===== src/rtl/core/xpcq_pkg.sv =====
// xpcq_pkg: shared types, constants and palette function for the xterm palette quantizer.
// Used by xpcq_cell and xterm_palette_color_quantizer_top. No dependencies.
`default_nettype none

package xpcq_pkg;

	localparam int CHAN_W  = 8;
	localparam int MODE_W  = 2;
	localparam int INDEX_W = 8;
	localparam int DIST_W  = 18;	// 3 * 255^2 = 195075 fits

	localparam int NUM_CELLS  = 240;	// one cell per candidate of the 256 search
	localparam int CUBE_BASE  = 16;
	localparam int GRAY_BASE  = 232;
	localparam int ANSI_COUNT = 16;

	// color_mode register codes
	localparam logic [MODE_W-1:0] MODE_TRUECOLOR  = 2'd0;
	localparam logic [MODE_W-1:0] MODE_INDEXED256 = 2'd1;
	localparam logic [MODE_W-1:0] MODE_ANSI16     = 2'd2;

	// encoding output codes
	localparam logic [MODE_W-1:0] ENC_TRUECOLOR  = 2'd0;
	localparam logic [MODE_W-1:0] ENC_INDEXED256 = 2'd1;
	localparam logic [MODE_W-1:0] ENC_ANSI16     = 2'd2;

	localparam logic [DIST_W-1:0] DIST_MAX = '1;

	typedef struct packed {
		logic [CHAN_W-1:0] red;
		logic [CHAN_W-1:0] green;
		logic [CHAN_W-1:0] blue;
	} rgb_t;

	// payload handed from cell to cell
	typedef struct packed {
		logic [MODE_W-1:0]  mode;
		rgb_t               src;
		logic [DIST_W-1:0]  best_dist;
		logic [INDEX_W-1:0] best_idx;
		rgb_t               best_rgb;
	} xpcq_word_t;

	localparam rgb_t BASE16 [ANSI_COUNT] = '{
		'{8'd0,   8'd0,   8'd0  }, '{8'd128, 8'd0,   8'd0  },
		'{8'd0,   8'd128, 8'd0  }, '{8'd128, 8'd128, 8'd0  },
		'{8'd0,   8'd0,   8'd128}, '{8'd128, 8'd0,   8'd128},
		'{8'd0,   8'd128, 8'd128}, '{8'd192, 8'd192, 8'd192},
		'{8'd128, 8'd128, 8'd128}, '{8'd255, 8'd0,   8'd0  },
		'{8'd0,   8'd255, 8'd0  }, '{8'd255, 8'd255, 8'd0  },
		'{8'd0,   8'd0,   8'd255}, '{8'd255, 8'd0,   8'd255},
		'{8'd0,   8'd255, 8'd255}, '{8'd255, 8'd255, 8'd255}
	};

	function automatic logic [CHAN_W-1:0] level_value(input int lvl);
		return (lvl == 0) ? '0 : CHAN_W'(55 + 40 * lvl);
	endfunction

	// Palette color of an index; only evaluated on constants at elaboration.
	function automatic rgb_t palette_rgb(input int idx);
		rgb_t c;
		int   off;
		int   v;
		off = 0;
		v   = 0;
		if (idx < CUBE_BASE) begin
			c = BASE16[idx];
		end else if (idx < GRAY_BASE) begin
			off     = idx - CUBE_BASE;
			c.red   = level_value(off / 36);
			c.green = level_value((off / 6) % 6);
			c.blue  = level_value(off % 6);
		end else begin
			v       = 8 + 10 * (idx - GRAY_BASE);
			c.red   = CHAN_W'(v);
			c.green = CHAN_W'(v);
			c.blue  = CHAN_W'(v);
		end
		return c;
	endfunction

endpackage

`default_nettype wire


===== src/rtl/core/xpcq_cell.sv =====
// xpcq_cell: one candidate of the nearest-color search, one register stage.
// Depends on xpcq_pkg.
`default_nettype none

module xpcq_cell #(
	parameter int CELL_IDX = 0
) (
	input  wire logic                    clk,
	input  wire logic                    arst_n,
	input  wire logic                    en,
	input  wire logic                    prev_valid,
	input  wire xpcq_pkg::xpcq_word_t    prev_word,
	output logic                         next_valid,
	output xpcq_pkg::xpcq_word_t         next_word
);
	import xpcq_pkg::*;

	localparam bit   HAS_ANSI   = (CELL_IDX < ANSI_COUNT);
	localparam rgb_t COLOR_256  = palette_rgb(CUBE_BASE + CELL_IDX);
	localparam rgb_t COLOR_ANSI = palette_rgb(HAS_ANSI ? CELL_IDX : 0);
	localparam logic [INDEX_W-1:0] IDX_256  = INDEX_W'(CUBE_BASE + CELL_IDX);
	localparam logic [INDEX_W-1:0] IDX_ANSI = INDEX_W'(HAS_ANSI ? CELL_IDX : 0);

	rgb_t               cand;
	logic [INDEX_W-1:0] cand_idx;
	logic               active;
	logic [CHAN_W-1:0]  dr, dg, db;
	logic [DIST_W-1:0]  cand_dist;
	xpcq_word_t         word_d;
	logic               valid_q;
	xpcq_word_t         word_q;

	function automatic logic [CHAN_W-1:0] abs_diff(input logic [CHAN_W-1:0] a,
	                                               input logic [CHAN_W-1:0] b);
		return (a > b) ? a - b : b - a;
	endfunction

	always_comb begin
		if (prev_word.mode == MODE_ANSI16) begin
			cand     = COLOR_ANSI;
			cand_idx = IDX_ANSI;
			active   = HAS_ANSI;
		end else begin
			cand     = COLOR_256;
			cand_idx = IDX_256;
			active   = (prev_word.mode == MODE_INDEXED256);
		end
		dr   = abs_diff(prev_word.src.red,   cand.red);
		dg   = abs_diff(prev_word.src.green, cand.green);
		db   = abs_diff(prev_word.src.blue,  cand.blue);
		cand_dist = (DIST_W'(dr) * DIST_W'(dr)) + (DIST_W'(dg) * DIST_W'(dg)) +
		            (DIST_W'(db) * DIST_W'(db));

		word_d = prev_word;
		// strict compare: earlier (lower) index keeps a tie
		if (active && (cand_dist < prev_word.best_dist)) begin
			word_d.best_dist = cand_dist;
			word_d.best_idx  = cand_idx;
			word_d.best_rgb  = cand;
		end
	end

	always_ff @(posedge clk or negedge arst_n) begin
		if (!arst_n) begin
			valid_q <= 1'b0;
		end else if (en) begin
			valid_q <= prev_valid;
		end
	end

	always_ff @(posedge clk) begin
		if (en) begin
			word_q <= word_d;
		end
	end

	assign next_valid = valid_q;
	assign next_word  = word_q;

endmodule

`default_nettype wire


===== config.mk =====
export PLATFORM = sky130hd
export DESIGN_NAME = xpcq_cell
export DESIGN_NICKNAME = d
export VERILOG_FILES = /design/src/rtl/core/xpcq_pkg.sv /design/src/rtl/core/xpcq_cell.sv
export SDC_FILE = /design/constraint.sdc
export NUM_CORES = 1
export LEC_CHECK = 0
export BUFFER_PORTS_ARGS = -buffer_cell sky130_fd_sc_hd__buf_2
export CAP_MARGIN = 10
export CORE_ASPECT_RATIO = 0.9
export CORE_UTILIZATION = 30
export CTS_BUF_LIST = sky130_fd_sc_hd__clkbuf_2 sky130_fd_sc_hd__clkbuf_4 sky130_fd_sc_hd__clkbuf_8
export CTS_CLUSTER_DIAMETER = 150
export DETAILED_ROUTE_END_ITERATION = 16
export HOLD_SLACK_MARGIN = 0.06
export PLACE_DENSITY = 0.5
export SETUP_SLACK_MARGIN = 0.5
export SYNTH_ARGS = -nofsm -noshare
export SYNTH_HDL_FRONTEND = slang
export SYNTH_SLANG_ARGS = --single-unit
export TNS_END_PERCENT = 30

===== constraint.sdc =====
create_clock -name clk -period 1.2 [get_ports clk]
set_input_delay 0.18 -clock clk [delete_from_list [all_inputs] [get_ports clk]]
set_output_delay 0.18 -clock clk [all_outputs]
set_load 0.005 [all_outputs]

==> results.md, run 1 <==
- Post-DR wirelength/cell: 14.86 um
- Mapped Area: 9030 sq um
- ANT cells: 0
- Predominant post-synthesis flop cell: edfxtp_1
- FF+latch count, synth: 77
- Final setup viols: 50
- Seq/Total Area, Yosys: 25.55%
- Syn. warnings: 0
- Crit-path max FO: 12
- Required @ worst endpoint: 1.32 ns
- Post-layout worst setup margin: -6.788 ns
- Post-Syn Instances: 842
- Total global routing overflow: 0
- FP Rows: 59
- HP Class: primary input to flip-flop
- DRT iter0 DRCs: 211
- Syn Nets: 1159
- Drt drc: 0
- CTS Hold Bufs: 1
- Clock Skew: 0 ns
- Relative slew slack: 73.76%
- Failing checks: setup timing
- RD Place Congestion: 0.8295
- Fmax: 125.2 MHz
- Max Buffers Root-to-Sink: 2
- Num CTS Buffers: 9
- Num ports: 157
- First drt pass iteration count: 4
- CP Launch Type: primary input
- Root buffer cell: clkbuf_8
- Slowest cell on crit path: fa_2
- Setup slack at placement: -7.426 ns
- Min Hold Slack: 0.03137 ns
- Fin. Hold Viols: 0
- CTS tree: built
- Multi-input logic area: 6057 sq um
- Vias post-DR: 6614
- Filler cells: 2935
- Largest net degree at the start of global routing: 47
- Die Ht: 166.6 um
- Mean Syn Cell Area: 10.72 sq um
- Clk slew on worst S/H paths: 0.09 ns
- Crit. End Element: flip-flop
- Fraction of layout instances using a drive strength above 1: 35.43%
- Post-Route WL: 23120 um
- GRT Total Usage: 15.87%
- Asr flop ratio synth: 1.299%
- Max-Cap Viols: 0
- First-pass GRT wire length: 37250 um
- Crit path DAT: 8.11 ns
- Final slew viol count: 0
- Post-synth top area share: 29.26%
- Die ar.: 30800 sq um
- Fin crit share: 665.7%
- Worst-skew pair later-pin latency: 0.37 ns
- Die span in x: 184.9 um
- Effective utilization at floorplan: 30.89%
- Area grow syn2layout: 33.19%
- I/O Buffers: 156
- Post-DP HPWL: 19820 um
- Post-route ant nets: 0
- Initial antenna violation count: 1
- Status: finished with violations
- Synth top area cells: fa_1 29%, edfxtp_1 25%, ha_1 15%, inv_1 9.5%, and2_1 4.2%
- Post-synth EDFFs: 76
- WS Path Type: primary input to flip-flop
- Core box area: 29230 sq um
- Most common cell after layout, fill and taps aside: inv_1
- Layout Nets: 1472
- Sequential Area: 2307 sq um
- Post-synth top area cell: fa_1
- Vias in the first global route: 7155
- Max stage delay on crit path: 0.54 ns
- Via/cell ratio: 4.251
- Synth cell types: 45
- Worst Max-Slew Pin Slew: 0.3907 ns
- Most used cell, CP: fa_2
- Final min period: 7.988 ns
- H-Tree Depth: 3
- Most frequent cells in the layout: 217 x inv_1, 159 x buf_4, 153 x buf_2
- RSZ-0062 raised after global routing: yes
- CTS sink count: 77
-- what timing repair did --
action,CTS,global route
endpoints found under the setup margin,128,128
pin swaps,6,14
hold endpoints to repair,5,4
setup buffers,5,5
gates resized for setup,13,24
-- cells in the mapped netlist, types with 3 or more instances --
cell type and instances:
a2111oi_0 3, a211oi_1 5, a21o_1 11, a21oi_1 18, and2_1 60, and3_1 4
clkbuf_1 14, edfxtp_1 76, fa_1 132, ha_1 105, inv_1 228, mux2_4 16
mux2i_1 6, nand2_1 29, nand3_1 4, nand4_1 6, nor2_1 48, nor2b_1 6
nor3_1 7, o21ai_0 11, or3_1 4, xnor2_1 9, xor2_1 8
-- worst max-delay path: cells and delay by family --
kind / cells / cell delay [ns]
compound gates: 6 / 1.08
xor+xnor: 1 / 0.21
fa+ha+maj: 9 / 3.86
buf+inv: 7 / 0.56
mux: 2 / 0.56
simple gates: 7 / 1.66
-- path summary, 6_finish.rpt --
check,startpoint,to,slack (ns),cells after the start
hold / removal,prev_valid,next_valid,0.03,2
max in group asynchronous,arst_n,next_valid,1.00,2
setup reg to reg,next_valid,next_valid,0.44,1
min in group asynchronous,arst_n,next_valid,0.11,2
hold reg to reg,next_valid,next_valid,0.52,1
setup / recovery,prev_word[53],next_word[40],-6.79,32
-- registers in the layout (all words and copies together), names as in the netlist --
| signal | flops |
|---|---|
| next_word | 76 |
| next_valid | 1 |
-- cell type report --
| class | instances | area share, % |
|---|---|---|
| clock buffers | 9 | 1.030 |
| clock inverters | 7 | 0.8739 |
| inverters | 228 | 7.147 |
| multi-input cells | 519 | 50.36 |
| flip-flops and latches | 77 | 19.18 |
| well taps | 396 | 4.120 |
| repair buffers | 320 | 17.28 |
-- layer usage --
layer,routed length (um),vias to the layer above,global-route usage [%]
li1,-,3247,-
met1,10910,3192,21.26
met2,10620,157,26.56
met3,1397,18,3.324
met4,198,0,2.623
met5,0,-,0
-- metrics by stage --
stage	util [%]	std cells	area [sq um]	setup TNS, ns
after floorplan	-	842	9229	-334.55
after global placement	39.58	1529	11570	-362.63
after detailed placement	39.58	1529	11570	-367.57
after CTS	40.67	1551	11890	-337.89
after global routing	41.14	1556	12030	-353.21
final	41.14	1556	12030	-336.54
-- logic make-up after synthesis --
family          share of synthesized area [%]
compound gates                          4.628
xor+xnor                                1.649
fa+ha+maj                               43.81
buf+inv                                 10.75
flops                                   25.55
mux                                     3.450
simple gates                            10.16
Power of run 1 is not shown: default switching activity piles up to over one toggle a cycle in this logic, so the estimate is an artifact.
==> run 2, diff against run 1 <==
PLACE_DENSITY = default   (was 0.5)
PLACE_DENSITY_LB_ADDON = 0.12   (was default)
==> run 2 against run 1 <==
The run still ends with setup timing left. Global-route usage rose by 0.91 points. Critical path depth did not move. Register-to-register slack barely moved. Utilization rose by 0.65 points. Critical endpoint is now next_word[42].
==> results.md, run 2 (synthesis gave the netlist of run 1 again) <==
- First-pass GRT wire length: 38660 um
- Most frequent cells in the layout: 219 x inv_1, 161 x buf_4, 154 x buf_2
- Die span in x: 184.9 um
- Status: finished with violations
- Max reg flops: 76
- Layout Nets: 1485
- Required @ worst endpoint: 1.33 ns
- Clock Skew: 0 ns
- Drt drc: 0
- Failing checks: setup timing
- DRT iter0 DRCs: 239
- Via/cell ratio: 4.248
- Post-DR wirelength/cell: 15.50 um
- Fin. Hold Viols: 0
- Post-DP HPWL: 20830 um
- CP bufs+invs: 8
- Num ports: 157
- I/O Buffers: 156
- Max stage delay on crit path: 0.56 ns
- First drt pass iteration count: 4
- Root buffer cell: clkbuf_8
- Worst-skew pair later-pin latency: 0.39 ns
- CTS sink count: 77
- FP Rows: 59
- Area grow syn2layout: 35.31%
- ANT cells: 0
- Hold Crit Endpoint: next_valid
- Post-layout util: 41.80%
- Fmax: 121.9 MHz
- Min-delay src: prev_valid
- Worst Reg-to-Reg Cells: 1
- Crit path DAT: 8.33 ns
- WS Path Type: primary input to flip-flop
- CTS tree: built
- Die ar.: 30800 sq um
- Post-route ant nets: 0
- Post-layout worst setup margin: -7.002 ns
- Max-Cap Viols: 0
- Hold Crit Depth: 2
- H-Tree Depth: 3
- Num CTS Buffers: 9
- Relative slew slack: 71.09%
- Fraction of layout instances using a drive strength above 1: 37.34%
- Crit. End Element: flip-flop
- Effective utilization at floorplan: 30.89%
- RSZ-0062 raised after global routing: yes
- RD Place Congestion: 0.7977
- CTS Hold Bufs: 5
- HP Class: primary input to flip-flop
- Vias post-DR: 6665
- CP top delay family: adder cells
- Fin crit share: 683.5%
- Slowest cell on crit path: fa_2
- Core box area: 29230 sq um
- Setup tns final: -348.32 ns
- R2r setup slk: 0.45 ns
- CP Launch Type: primary input
- Vias in the first global route: 7145
- Initial antenna violation count: 0
- Final setup viols: 50
- Post-Route WL: 24320 um
- Clk slew on worst S/H paths: 0.11 ns
- FF-to-FF End: next_valid
- Total global routing overflow: 0
- Die Ht: 166.6 um
- Final min period: 8.202 ns
- Worst r2r src: next_valid
- Final slew viol count: 0
- Most common cell after layout, fill and taps aside: inv_1
- GRT Total Usage: 16.78%
- Crit-path max FO: 7
- Largest net degree at the start of global routing: 37
- Max Buffers Root-to-Sink: 2
- Worst Max-Slew Pin Slew: 0.4292 ns
==> run 2: area by class of cell <==
type                       instances  area [sq um]
tap                              396         495.5
sequential                        77          2307
clock inverter                     7         66.31
timing repair buffer             333          2277
clock buffer                       9         123.9
multi-input combinational        519          6088
fill                            2964         17020
inverter                         228         859.6
==> run 2: worst max path at each step <==
stage                  start            end  slack (ns)  depth (start not counted)
2_1_floorplan  prev_word[53]  next_word[34]       -6.78                         32
3_3_place_gp   prev_word[68]  next_word[46]       -7.58                         32
3_5_place_dp   prev_word[54]  next_word[47]       -7.58                         32
4_1_cts        prev_word[53]  next_word[49]       -6.94                         32
5_1_grt        prev_word[53]  next_word[42]       -7.32                         32
6_report       prev_word[53]  next_word[42]       -7.00                         32
==> run 2: per-stage QoR <==
| step | worst slack (ns) | cells | hold WS [ns] | cell area (sq um) |
|---|---|---|---|---|
| after floorplan | -6.783 | 842 | -0.1156 | 9229 |
| after global placement | -7.579 | 1528 | -0.04538 | 11570 |
| after detailed placement | -7.583 | 1528 | -0.04337 | 11570 |
| after CTS | -6.941 | 1562 | -0.01241 | 12010 |
| after global routing | -7.323 | 1569 | -0.01034 | 12220 |
| final | -7.002 | 1569 | 0.01032 | 12220 |
==> run 2: per-layer routing <==
metal / routed length, um / GRT usage, % / vias to the layer above
met5: 0 / 0 / -
met1: 11580 / 23.88 / 3219
met4: 366 / 3.953 / 0
met3: 1343 / 2.755 / 19
li1: - / - / 3280
met2: 11030 / 26.50 / 147
==> run 2: repair_timing <==
item	CTS	global route
pin swaps	9	18
cloned	1	3
resized for setup	20	36
endpoints found under the setup margin	128	129
setup buffers	12	4
hold endpoints to repair	34	14
Power of run 2 is left out for the same reason.
==> run 3, diff against run 2 <==
SETUP_SLACK_MARGIN = 0.02   (was 0.5)
==> run 3 against run 2 <==
The flow still finishes with violations (setup timing). Die area did not move. Wire length rose by 0.46%. Critical path depth did not move.
==> results.md, run 3 (synthesis gave the netlist of run 1 again) <==
- Placed cell count: 1528
- Relative slew slack: 71.54%
- CP top delay family: adder cells
- Post-DP HPWL: 20830 um
- Max Buffers Root-to-Sink: 2
- Crit. End Element: flip-flop
- Slowest cell on crit path: fa_2
- Fmax: 121.7 MHz
- Post-layout util: 42.76%
- DRT iter0 DRCs: 263
- Final setup viols: 50
- Filler cells: 2935
- Die ar.: 30800 sq um
- Max reg flops: 76
- GRT Total Usage: 16.94%
- Vias post-DR: 6737
- Initial antenna violation count: 1
- Fin. Hold Viols: 0
- Core box area: 29230 sq um
- Vias in the first global route: 7281
- Effective utilization at floorplan: 30.89%
- HP Class: primary input to flip-flop
- I/O Buffers: 156
- First-pass GRT wire length: 39120 um
- RD Place Congestion: 0.7977
- Layout Nets: 1514
- First drt pass iteration count: 4
- CTS sink count: 77
- Post-Layout Inst Area: 12500 sq um
- CP bufs+invs: 8
- WS Path Type: primary input to flip-flop
- Final min period: 8.218 ns
- Placed cell areas: 11570 sq um
- Most frequent cells in the layout: 219 x inv_1, 161 x buf_4, 153 x buf_2
- Most common cell after layout, fill and taps aside: inv_1
- Largest net degree at the start of global routing: 37
- Total global routing overflow: 0
- Area grow syn2layout: 38.42%
- FP Rows: 59
- Clk slew on worst S/H paths: 0.09 ns
- CTS tree: built
- Num ports: 157
- Max stage delay on crit path: 0.56 ns
- Num CTS Buffers: 9
- CP Launch Type: primary input
- Drt drc: 0
- Fin crit share: 684.9%
- Crit-path max FO: 8
- Max-Cap Viols: 0
- Fraction of layout instances using a drive strength above 1: 35.69%
- Post-route ant nets: 0
- Via/cell ratio: 4.216
- Worst-skew pair later-pin latency: 0.39 ns
- Failing checks: setup timing
- Root buffer cell: clkbuf_8
- H-Tree Depth: 3
- Status: finished with violations
- ANT cells: 0
- Die span in x: 184.9 um
- Post-Route WL: 24430 um
- Post-DR wirelength/cell: 15.29 um
- Worst Max-Slew Pin Slew: 0.4224 ns
- Final std cells w/o fill: 1598
- R2r setup slk: 0.45 ns
- Final slew viol count: 0
- RSZ-0062 raised after global routing: yes
- Required @ worst endpoint: 1.34 ns
- Clock Skew: 0 ns
- Crit path DAT: 8.36 ns
- Post-layout worst setup margin: -7.018 ns
- Die Ht: 166.6 um
[run 3: cell count changes in the layout (fill, tap and decap cells not counted), moves of 2 or more]
cell,change
and2_4,-7
dlygate4sd3_1,+31
and2_1,+7
buf_6,-2
[run 3: path summary, 6_finish.rpt]
check / from / endpoint / depth (start not counted)
max in group asynchronous: arst_n / next_valid / 3
max: prev_word[53] / next_word[49] / 32
min: prev_word[30] / next_word[30] / 2
min reg2reg: next_valid / next_valid / 1
min in group asynchronous: arst_n / next_valid / 3
max reg2reg: next_valid / next_valid / 1
[run 3: final cells by class]
type	count	area, sq um	area share, %
clock inverters	7	66.31	0.5305
inverters	228	859.6	6.877
repair buffers	362	2580	20.64
multi-input cells	519	6067	48.54
clock buffers	9	123.9	0.9910
well taps	396	495.5	3.964
flip-flops and latches	77	2307	18.46
[run 3: what timing repair did]
| action | in CTS | in global routing |
|---|---|---|
| hold endpoints to repair | 34 | 0 |
| setup buffers | 12 | 4 |
| hold buffers | 35 | 0 |
| pin swaps | 10 | 11 |
| gates resized for setup | 19 | 27 |
| endpoints found under the setup margin | 50 | 50 |
| cloned | 1 | 2 |
[run 3: per-stage QoR]
stage	TNS [ns]	setup slack [ns]	hold WS, ns
5_1_grt	-365.27	-7.342	0.06478
6_report	-349.26	-7.018	0.09283
3_5_place_dp	-373.85	-7.583	-0.04337
2_1_floorplan	-334.55	-6.783	-0.1156
3_3_place_gp	-373.85	-7.579	-0.04538
4_1_cts	-341.71	-6.941	0.06051
[run 3: per-layer routing]
layer / part of all wire (%) / global-route usage [%]
met2: 45 / 26.90
met4: 1.5 / 3.953
met5: 0 / 0
met3: 5.6 / 2.755
met1: 48 / 23.99
Power of run 3 is left out for the same reason.
